`src/design/lts_pkg.sv`:
```
// Shared types, codes and a helper function for the lexical token scanner.
// Used by lts_ctrl, lts_dp and lexical_token_scanner_core; depends on nothing.
`timescale 1ns / 1ps
`default_nettype none

package lts_pkg;

	localparam int MAX_LEN_DEF     = 20;
	localparam int SYM_ENTRIES_DEF = 256;

	localparam logic [7:0] CH_PLUS   = 8'h2B;
	localparam logic [7:0] CH_MINUS  = 8'h2D;
	localparam logic [7:0] CH_STAR   = 8'h2A;
	localparam logic [7:0] CH_SLASH  = 8'h2F;
	localparam logic [7:0] CH_EQ     = 8'h3D;
	localparam logic [7:0] CH_BANG   = 8'h21;
	localparam logic [7:0] CH_LT     = 8'h3C;
	localparam logic [7:0] CH_GT     = 8'h3E;
	localparam logic [7:0] CH_SEMI   = 8'h3B;
	localparam logic [7:0] CH_LBRACE = 8'h7B;
	localparam logic [7:0] CH_RBRACE = 8'h7D;
	localparam logic [7:0] CH_LPAREN = 8'h28;
	localparam logic [7:0] CH_RPAREN = 8'h29;
	localparam logic [7:0] CH_QUEST  = 8'h3F;
	localparam logic [7:0] CH_AT     = 8'h40;
	localparam logic [7:0] CH_PCT    = 8'h25;
	localparam logic [7:0] CH_COMMA  = 8'h2C;
	localparam logic [7:0] CH_LBRACK = 8'h5B;
	localparam logic [7:0] CH_RBRACK = 8'h5D;
	localparam logic [7:0] CH_UNDER  = 8'h5F;
	localparam logic [7:0] CH_NL     = 8'h0A;

	typedef enum logic [1:0] {
		MODE_IDLE,
		MODE_OP,
		MODE_NUM,
		MODE_ID
	} mode_t;

	typedef enum logic [2:0] {
		KIND_OP      = 3'd0,
		KIND_SPECIAL = 3'd1,
		KIND_NUM     = 3'd2,
		KIND_KW      = 3'd3,
		KIND_NEWID   = 3'd4,
		KIND_FULL    = 3'd5
	} kind_t;

	typedef enum logic [1:0] {
		SRC_BUF,
		SRC_PEND,
		SRC_CHAR,
		SRC_ZERO
	} src_t;

	typedef enum logic [3:0] {
		ST_IDLE,
		ST_DECIDE,
		ST_FIN,
		ST_FIN_OP,
		ST_EMIT_BUF,
		ST_SRCH_LEN,
		ST_SRCH_CHK,
		ST_SRCH_CMP,
		ST_STORE,
		ST_FULL,
		ST_FIN_END,
		ST_PAIR0,
		ST_PAIR1,
		ST_START
	} state_t;

	typedef struct packed {
		logic  accept;
		logic  emit;
		src_t  src;
		kind_t kind;
		logic  last;
		logic  bump;
		logic  append;
		logic  set_mode;
		mode_t mode;
		logic  load_pend;
		logic  fin_done;
		logic  line_inc;
		logic  i_clr;
		logic  i_inc;
		logic  j_clr;
		logic  j_inc;
		logic  cnt_inc;
		logic  wr_sym;
	} cmd_t;

	typedef struct packed {
		mode_t mode;
		logic  eoi;
		logic  c_op;
		logic  c_special;
		logic  c_digit;
		logic  c_alpha;
		logic  c_nl;
		logic  c_ident;
		logic  pair_ok;
		logic  kw_hit;
		logic  j_end;
		logic  full;
		logic  len_eq;
		logic  chr_eq;
		logic  i_last;
		logic  out_free;
	} status_t;

	function automatic logic is_keyword(input logic [4:0][7:0] w, input logic [4:0] n);
		logic hit;
		hit = 1'b0;
		if (n == 5'd2 && w[0] == "i" && w[1] == "f")
			hit = 1'b1;
		if (n == 5'd3 && w[0] == "i" && w[1] == "n" && w[2] == "t")
			hit = 1'b1;
		if (n == 5'd3 && w[0] == "f" && w[1] == "o" && w[2] == "r")
			hit = 1'b1;
		if (n == 5'd4 && w[0] == "v" && w[1] == "o" && w[2] == "i" && w[3] == "d")
			hit = 1'b1;
		if (n == 5'd4 && w[0] == "m" && w[1] == "a" && w[2] == "i" && w[3] == "n")
			hit = 1'b1;
		if (n == 5'd5 && w[0] == "w" && w[1] == "h" && w[2] == "i" && w[3] == "l"
			&& w[4] == "e")
			hit = 1'b1;
		if (n == 5'd5 && w[0] == "f" && w[1] == "l" && w[2] == "o" && w[3] == "a"
			&& w[4] == "t")
			hit = 1'b1;
		return hit;
	endfunction

endpackage

`default_nettype wire

```
`src/design/lts_ctrl.sv`:
```
// Sequencing state machine of the token scanner.
// Depends on lts_pkg; drives lts_dp through command and status structs.
`timescale 1ns / 1ps
`default_nettype none

module lts_ctrl (
	input  wire              clk,
	input  wire              arst_n,
	input  wire              char_valid,
	output logic             char_stall,
	input  lts_pkg::status_t st,
	output lts_pkg::cmd_t    cmd
);
	lts_pkg::state_t state_q, state_d;
	lts_pkg::kind_t  buf_kind;

	always_ff @(posedge clk or negedge arst_n) begin
		if (!arst_n)
			state_q <= lts_pkg::ST_IDLE;
		else
			state_q <= state_d;
	end

	// Kind of a lexeme sent out of the buffer follows the mode it was built in.
	always_comb begin
		if (st.mode == lts_pkg::MODE_NUM)
			buf_kind = lts_pkg::KIND_NUM;
		else if (st.kw_hit)
			buf_kind = lts_pkg::KIND_KW;
		else
			buf_kind = lts_pkg::KIND_NEWID;
	end

	always_comb begin
		state_d = state_q;
		unique case (state_q)
			lts_pkg::ST_IDLE:
				if (char_valid) state_d = lts_pkg::ST_DECIDE;
			lts_pkg::ST_DECIDE: begin
				if (st.eoi)
					state_d = lts_pkg::ST_FIN;
				else if (st.mode == lts_pkg::MODE_OP && st.pair_ok)
					state_d = lts_pkg::ST_PAIR0;
				else if (st.mode == lts_pkg::MODE_NUM && st.c_digit)
					state_d = lts_pkg::ST_IDLE;
				else if (st.mode == lts_pkg::MODE_ID && st.c_ident)
					state_d = lts_pkg::ST_IDLE;
				else
					state_d = lts_pkg::ST_FIN;
			end
			lts_pkg::ST_FIN: begin
				unique case (st.mode)
					lts_pkg::MODE_IDLE: state_d = lts_pkg::ST_FIN_END;
					lts_pkg::MODE_OP:   state_d = lts_pkg::ST_FIN_OP;
					lts_pkg::MODE_NUM:  state_d = lts_pkg::ST_EMIT_BUF;
					lts_pkg::MODE_ID:
						state_d = st.kw_hit ? lts_pkg::ST_EMIT_BUF : lts_pkg::ST_SRCH_LEN;
					default: state_d = lts_pkg::ST_FIN_END;
				endcase
			end
			lts_pkg::ST_FIN_OP:
				if (st.out_free) state_d = lts_pkg::ST_FIN_END;
			lts_pkg::ST_EMIT_BUF:
				if (st.out_free && st.i_last) state_d = lts_pkg::ST_FIN_END;
			lts_pkg::ST_SRCH_LEN: begin
				if (st.j_end)
					state_d = st.full ? lts_pkg::ST_FULL : lts_pkg::ST_STORE;
				else
					state_d = lts_pkg::ST_SRCH_CHK;
			end
			lts_pkg::ST_SRCH_CHK:
				state_d = st.len_eq ? lts_pkg::ST_SRCH_CMP : lts_pkg::ST_SRCH_LEN;
			lts_pkg::ST_SRCH_CMP: begin
				if (!st.chr_eq)
					state_d = lts_pkg::ST_SRCH_LEN;
				else if (st.i_last)
					state_d = lts_pkg::ST_FIN_END;
			end
			lts_pkg::ST_STORE:
				if (st.i_last) state_d = lts_pkg::ST_EMIT_BUF;
			lts_pkg::ST_FULL:
				if (st.out_free) state_d = lts_pkg::ST_FIN_END;
			lts_pkg::ST_FIN_END:
				state_d = st.eoi ? lts_pkg::ST_IDLE : lts_pkg::ST_START;
			lts_pkg::ST_PAIR0:
				if (st.out_free) state_d = lts_pkg::ST_PAIR1;
			lts_pkg::ST_PAIR1:
				if (st.out_free) state_d = lts_pkg::ST_IDLE;
			lts_pkg::ST_START:
				if (!st.c_special || st.out_free) state_d = lts_pkg::ST_IDLE;
			default: state_d = lts_pkg::ST_IDLE;
		endcase
	end

	always_comb begin
		cmd        = '0;
		char_stall = (state_q != lts_pkg::ST_IDLE);
		unique case (state_q)
			lts_pkg::ST_IDLE:
				cmd.accept = char_valid;
			lts_pkg::ST_DECIDE:
				if (!st.eoi && ((st.mode == lts_pkg::MODE_NUM && st.c_digit)
					|| (st.mode == lts_pkg::MODE_ID && st.c_ident)))
					cmd.append = 1'b1;
			lts_pkg::ST_FIN: begin
				cmd.i_clr = 1'b1;
				cmd.j_clr = 1'b1;
			end
			lts_pkg::ST_FIN_OP: begin
				cmd.src  = lts_pkg::SRC_PEND;
				cmd.kind = lts_pkg::KIND_OP;
				cmd.last = 1'b1;
				cmd.emit = st.out_free;
				cmd.bump = st.out_free;
			end
			lts_pkg::ST_EMIT_BUF: begin
				cmd.src  = lts_pkg::SRC_BUF;
				cmd.kind = buf_kind;
				if (st.out_free) begin
					cmd.emit    = 1'b1;
					cmd.i_inc   = 1'b1;
					cmd.bump    = st.i_last && (buf_kind != lts_pkg::KIND_NEWID);
					cmd.cnt_inc = st.i_last && (buf_kind == lts_pkg::KIND_NEWID);
				end
			end
			lts_pkg::ST_SRCH_LEN:
				cmd.i_clr = st.j_end;
			lts_pkg::ST_SRCH_CHK: begin
				cmd.i_clr = st.len_eq;
				cmd.j_inc = !st.len_eq;
			end
			lts_pkg::ST_SRCH_CMP: begin
				cmd.j_inc = !st.chr_eq;
				cmd.i_inc = st.chr_eq && !st.i_last;
			end
			lts_pkg::ST_STORE: begin
				cmd.wr_sym = 1'b1;
				cmd.i_inc  = !st.i_last;
				cmd.i_clr  = st.i_last;
			end
			lts_pkg::ST_FULL: begin
				cmd.src  = lts_pkg::SRC_ZERO;
				cmd.kind = lts_pkg::KIND_FULL;
				cmd.last = 1'b1;
				cmd.emit = st.out_free;
			end
			lts_pkg::ST_FIN_END:
				cmd.fin_done = 1'b1;
			lts_pkg::ST_PAIR0: begin
				cmd.src  = lts_pkg::SRC_PEND;
				cmd.kind = lts_pkg::KIND_OP;
				cmd.emit = st.out_free;
			end
			lts_pkg::ST_PAIR1: begin
				cmd.src      = lts_pkg::SRC_CHAR;
				cmd.kind     = lts_pkg::KIND_OP;
				cmd.last     = 1'b1;
				cmd.emit     = st.out_free;
				cmd.bump     = st.out_free;
				cmd.set_mode = st.out_free;
				cmd.mode     = lts_pkg::MODE_IDLE;
			end
			lts_pkg::ST_START: begin
				if (st.c_op) begin
					cmd.set_mode  = 1'b1;
					cmd.mode      = lts_pkg::MODE_OP;
					cmd.load_pend = 1'b1;
				end else if (st.c_special) begin
					cmd.src  = lts_pkg::SRC_CHAR;
					cmd.kind = lts_pkg::KIND_SPECIAL;
					cmd.last = 1'b1;
					cmd.emit = st.out_free;
					cmd.bump = st.out_free;
				end else if (st.c_digit) begin
					cmd.set_mode = 1'b1;
					cmd.mode     = lts_pkg::MODE_NUM;
					cmd.append   = 1'b1;
				end else if (st.c_alpha) begin
					cmd.set_mode = 1'b1;
					cmd.mode     = lts_pkg::MODE_ID;
					cmd.append   = 1'b1;
				end else if (st.c_nl) begin
					cmd.line_inc = 1'b1;
				end
			end
			default: cmd = '0;
		endcase
	end
endmodule

`default_nettype wire

```
`config.mk`:
```
export PLATFORM = sky130hd
export DESIGN_NAME = lts_ctrl
export DESIGN_NICKNAME = d
export VERILOG_FILES = /design/src/design/lts_pkg.sv /design/src/design/lts_ctrl.sv
export SDC_FILE = /design/constraint.sdc
export NUM_CORES = 1
export LEC_CHECK = 0
export ABC_AREA = 1
export BUFFER_PORTS_ARGS = -buffer_cell sky130_fd_sc_hd__buf_2
export CORE_UTILIZATION = 43
export DETAILED_ROUTE_END_ITERATION = 10
export PLACE_DENSITY = 0.88
export SYNTH_ARGS = -nofsm -noshare
export SYNTH_HDL_FRONTEND = slang
export SYNTH_SLANG_ARGS = --single-unit
```
`constraint.sdc`:
```
create_clock -name clk -period 1.6 [get_ports clk]
set_input_delay 0.24 -clock clk [delete_from_list [all_inputs] [get_ports clk]]
set_output_delay 0.24 -clock clk [all_outputs]
set_load 0.02 [all_outputs]
```
==> reports/results.txt, run 1 <==
status = stopped before the end
Failed at = 5_1_grt
Run Error = [ERROR GRT-0232] Routing congestion too high. Check the congestion heatmap in the GUI.
GRT repair_timing worst endpoint = cmd[13]
Yosys warning count = 0
Placed Cells = 214
post-synthesis xor/xnor area fraction = 0%
htree depth = 1
# IOs = 43
total CTS buffers = 3
fraction of synthesized area in multiplexers = 0%
Die X = 43.9 um
CTS root buf = clkbuf_4
DP Worst Slack = 4.96 ps
IO buf count = 42
Synth Area in Simple Gates = 64.0%
Netlist cell types = 20
flops & latches, synth = 4
syn_nets = 168
Mapped Cells = 148
largest family of logic cells by synthesized area = simple AND/OR/NAND/NOR gates
mean post-synth cell area = 5.09 um2
row cnt = 14
complex-gate fraction of the synthesized area = 10.8%
GP Congestion = 0.899
Initial Util = 47.8%
Worst EP kind = output port
CTS Buffer Depth = 2
clk sink count = 4
hpwl dp = 2020 um
largest net degree at the start of global routing = 8
Synth Cell Area = 753 um2
post-synthesis sequential area ratio = 13.3%
all-layer global routing usage = 65.0%
Die H = 43.9 um
grt total ovfl = 11
Synth Area in Adders = 0%
==> cells by family after synthesis <==
| logic type | after synthesis |
|---|---|
| buffers and inverters | 24 |
| flip-flops | 4 |
| AO/OA/AOI/OAI | 13 |
| AND/OR/NAND/NOR | 107 |
==> through the flow <==
stage | utilization [%] | instance area, um2 | hold WS, ps | TNS, ps
global placement | 66.2 | 1040 | 43.7 | 0
floorplan | - | 753 | -55.6 | 0
CTS | 79.7 | 1260 | 328 | -885
detailed placement | 66.2 | 1040 | 44.8 | 0
==> synth_stat cells <==
| master | instances | area share (%) |
|---|---|---|
| nand2_1 | 50 | 25 |
| nor2_1 | 23 | 11 |
| inv_1 | 20 | 10 |
| nand3_1 | 19 | 13 |
| a21oi_1 | 4 | 2.7 |
| dfrtp_1 | 4 | 13 |
| inv_2 | 4 | 2.0 |
| nor2_2 | 4 | 3.3 |
| o211ai_1 | 3 | 3.0 |
| o21ai_0 | 3 | 2.0 |
| nand3b_1 | 2 | 2.0 |
| nand4_1 | 2 | 1.7 |
| nor2_4 | 2 | 3.0 |
| nor3_1 | 2 | 1.3 |
| nand2_4 | 1 | 1.5 |
| nor3_2 | 1 | 1.3 |
| nor4_1 | 1 | 0.83 |
| o2111ai_1 | 1 | 1.2 |
| o221ai_1 | 1 | 1.2 |
| o22ai_1 | 1 | 0.83 |
==> repair_timing <==
item / 4_1_cts
endpoints found under the setup margin: 18
pin swaps: 4
gates resized for setup: 45
hold endpoints to repair: 4
hold buffers: 1
buffers inserted: 5
cloned: 1
==> per-layer routing <==
layer / GRT overflow / GRT usage (%)
met4: 8 / 72.1
met1: 0 / 65.7
met3: 0 / 35.8
met5: 0 / 0
met2: 3 / 88.4
==> inputs of run 2 (changes only) <==
- CORE_AREA: default -> 2 2 63 65
- CORE_UTILIZATION: 43 -> default
- DIE_AREA: default -> 0 0 65 67
- PLACE_DENSITY: 0.88 -> default
- PLACE_DENSITY_LB_ADDON: default -> 0.15
==> run 2 against run 1 <==
Net effect:
- the flow now finishes, with violations (negative setup slack)
- synthesized area unchanged
- synthesized cell count is the same
==> reports/results.txt, run 2 <==
status = complete, but fails checks
violated checks = negative setup slack
Starting DRT DRC Count = 84
Final Hold Viols = 0
Post-synth EDFFs = 0 (unchanged)
clk_lat worst skew = 220 ps
Post-synth ARST share = 100% (unchanged)
first-pass detailed-route iteration total = 4
GP Congestion = 0.825 (-8.2%)
Synth area leaders = nand2_1 (25%), dfrtp_1 (13%), nand3_1 (13%)
Worst Tran Pin Value = 392 ps
clk sink count = 4 (unchanged)
Die H = 67 um (+53%)
CP cell instances = nand2_2 > inv_2 > buf_6 > nand2_4 > nand2_2 > nor3_2 > nor2_1 > buf_4
Fin Setup TNS = -509 ps
final period utilization = 105%
max cap viols = 0
Pleak = 0.877 nW
drt total wl = 3130 um
Fillers = 400
Worst Path Max Fanout = 6
worst path bufs/invs = 3
# IOs = 43 (unchanged)
vias in the first global route = 1,089
Initial Util = 20.9% (-27 points)
Worst Setup Path Type = flop to output pin
Mapped Cells = 148 (unchanged)
CP max stage delay = 460 ps
min-delay worst type = primary input to asynchronous set/reset pin
most frequent cells in the layout = nand2_1 (42), buf_4 (27), buf_2 (26)
kind of cell adding the most delay to the critical path = flip-flops
antenna diode count = 0
Primary FF master, synth = dfrtp_1
count leader, synth = nand2_1
Yosys warning count = 0 (unchanged)
CTS tree = built
post-synthesis sequential area ratio = 13.3% (unchanged)
Final Util = 41.2%
hpwl dp = 2320 um (+15%)
Netlist cell types = 20 (unchanged)
WP data required = 1360 ps
Largest regs = state_q (4)
most frequent CP cell = nand2_2
min Tclk post-route = 1690 ps
critical path arrival = 1450 ps
total number of vias = 1,174
register with the most flip-flops = state_q
slew margin rel. = 73.9%
final slew viol count = 0
Placed Cells = 248 (+16%)
post-detailed-route wirelength per cell = 11.8 um
Clock transition at path regs = 40 ps
RSZ-0062 raised after global routing = yes
all-layer global routing usage = 14.4%
Final #Nets = 240
R2R setup slack = 60 ps
Pwr Density = 1550 nW/um2
final setup fails = 12
Synth top area share = 24.9% (unchanged)
first-pass GRT wire length = 4920 um
r2r endpoint = state_q[1]
R2R depth = 11
grt total ovfl = 0
hold_ws = 355 ps
Final Skew = 7.43 ps
post-route ant nets = 0
Setup crit end kind = output pin
IO buf count = 42 (unchanged)
Slowest cell on crit path = dfrtp_2
crit path launch type = flop
commonest non-fill, non-tap cell in the layout = nand2_1
htree depth = 1 (unchanged)
Post-synth top cells = nand2_1 (50), nor2_1 (23), inv_1 (20)
Synth Cell Area = 753 um2 (unchanged)
layout cells sized above 1 = 49.5%
Final Non-Filler Cells = 266
flops & latches, synth = 4 (unchanged)
DR vias/cell = 4.41
mean post-synth cell area = 5.09 um2 (unchanged)
drt drc = 0
Critical Path Source = state_q[3]
area delta synth->final = 97.0%
CTS Buffer Depth = 2 (unchanged)
Max Clock Freq = 593 MHz
syn_nets = 168 (unchanged)
initial antenna violation count = 0
row cnt = 22 (+8)
Die X = 65 um (+48%)
die footprint = 4360 um2
Reg-to-Reg Start = state_q[2]
dominant cell type by area after synthesis = nand2_1
Largest register FFs = 4
CTS root buf = clkbuf_8
core area = 3610 um2
Final Worst Setup Slack = -85.9 ps
largest net degree at the start of global routing = 10
Max VDD drop = 639 uV
total CTS buffers = 3 (unchanged)
==> run 2: what timing repair did <==
item	CTS	global route
pin swaps	4	13
gates resized for setup	31	37
hold endpoints to repair	4	0
setup buffers	4	10
hold buffers	1	0
endpoints found under the setup margin	18	21
==> run 2: logic make-up after synthesis <==
group	count (synthesis)	synth area share, %
flip-flops	4	13.3
AND/OR/NAND/NOR	107	64.0
AO/OA/AOI/OAI	13	10.8
buffers and inverters	24	12.0
==> run 2: layout make-up <==
type,instances,area [um2],share of cell area (%)
inverter,24,90.1,6.07
timing repair buffer,67,489,33.0
sequential,4,105,7.08
clock buffer,3,41.3,2.78
tap,48,60.1,4.05
multi-input combinational,120,698,47.0
==> run 2: worst max-delay path by stage <==
stage                         end  slack (ps)  cells past startpoint
after floorplan           cmd[13]          20                      5
after detailed placement  cmd[12]          40                      6
after global placement    cmd[12]          30                      6
final                     cmd[13]         -90                      8
after CTS                 cmd[13]         -70                      7
after global routing      cmd[13]        -160                      8
==> run 2: stage by stage <==
step / setup slack, ps / total power, mW / cell area, um2
after floorplan: 19.5 / 1.08 / 753
after global placement: 25.4 / 1.59 / 1100
after detailed placement: 43.7 / 1.58 / 1100
after CTS: -72.5 / 2.01 / 1270
after global routing: -165 / 2.51 / 1480
final: -85.9 / 2.29 / 1480
==> run 2: power breakdown <==
| group | total (mW) | switching, mW | internal [mW] |
|---|---|---|---|
| clock | 0.221 | 0.0600 | 0.161 |
| combinational | 1.81 | 1.02 | 0.782 |
| sequential | 0.268 | 0.109 | 0.159 |
| total | 2.29 | 1.19 | 1.10 |
==> run 2: worst reg2reg max path, stage by stage, from the launching register on <==
cell	delay [ps]
dfrtp_2	440
inv_2	100
nor2_4	50
buf_6	140
buf_4	130
buf_4	130
nand3b_1	90
nand2_1	60
nor2_1	80
nand3_1	80
nand2_1	70
nand2_1	40
==> run 2: routing by layer <==
layer	routed length, um	track usage [%]	vias up
met5	0	0	-
met4	72	7.71	0
met3	111	1.52	7
met2	1530	23.3	25
met1	1420	18.7	527
li1	-	-	615
(Power assumes the default switching activity.)
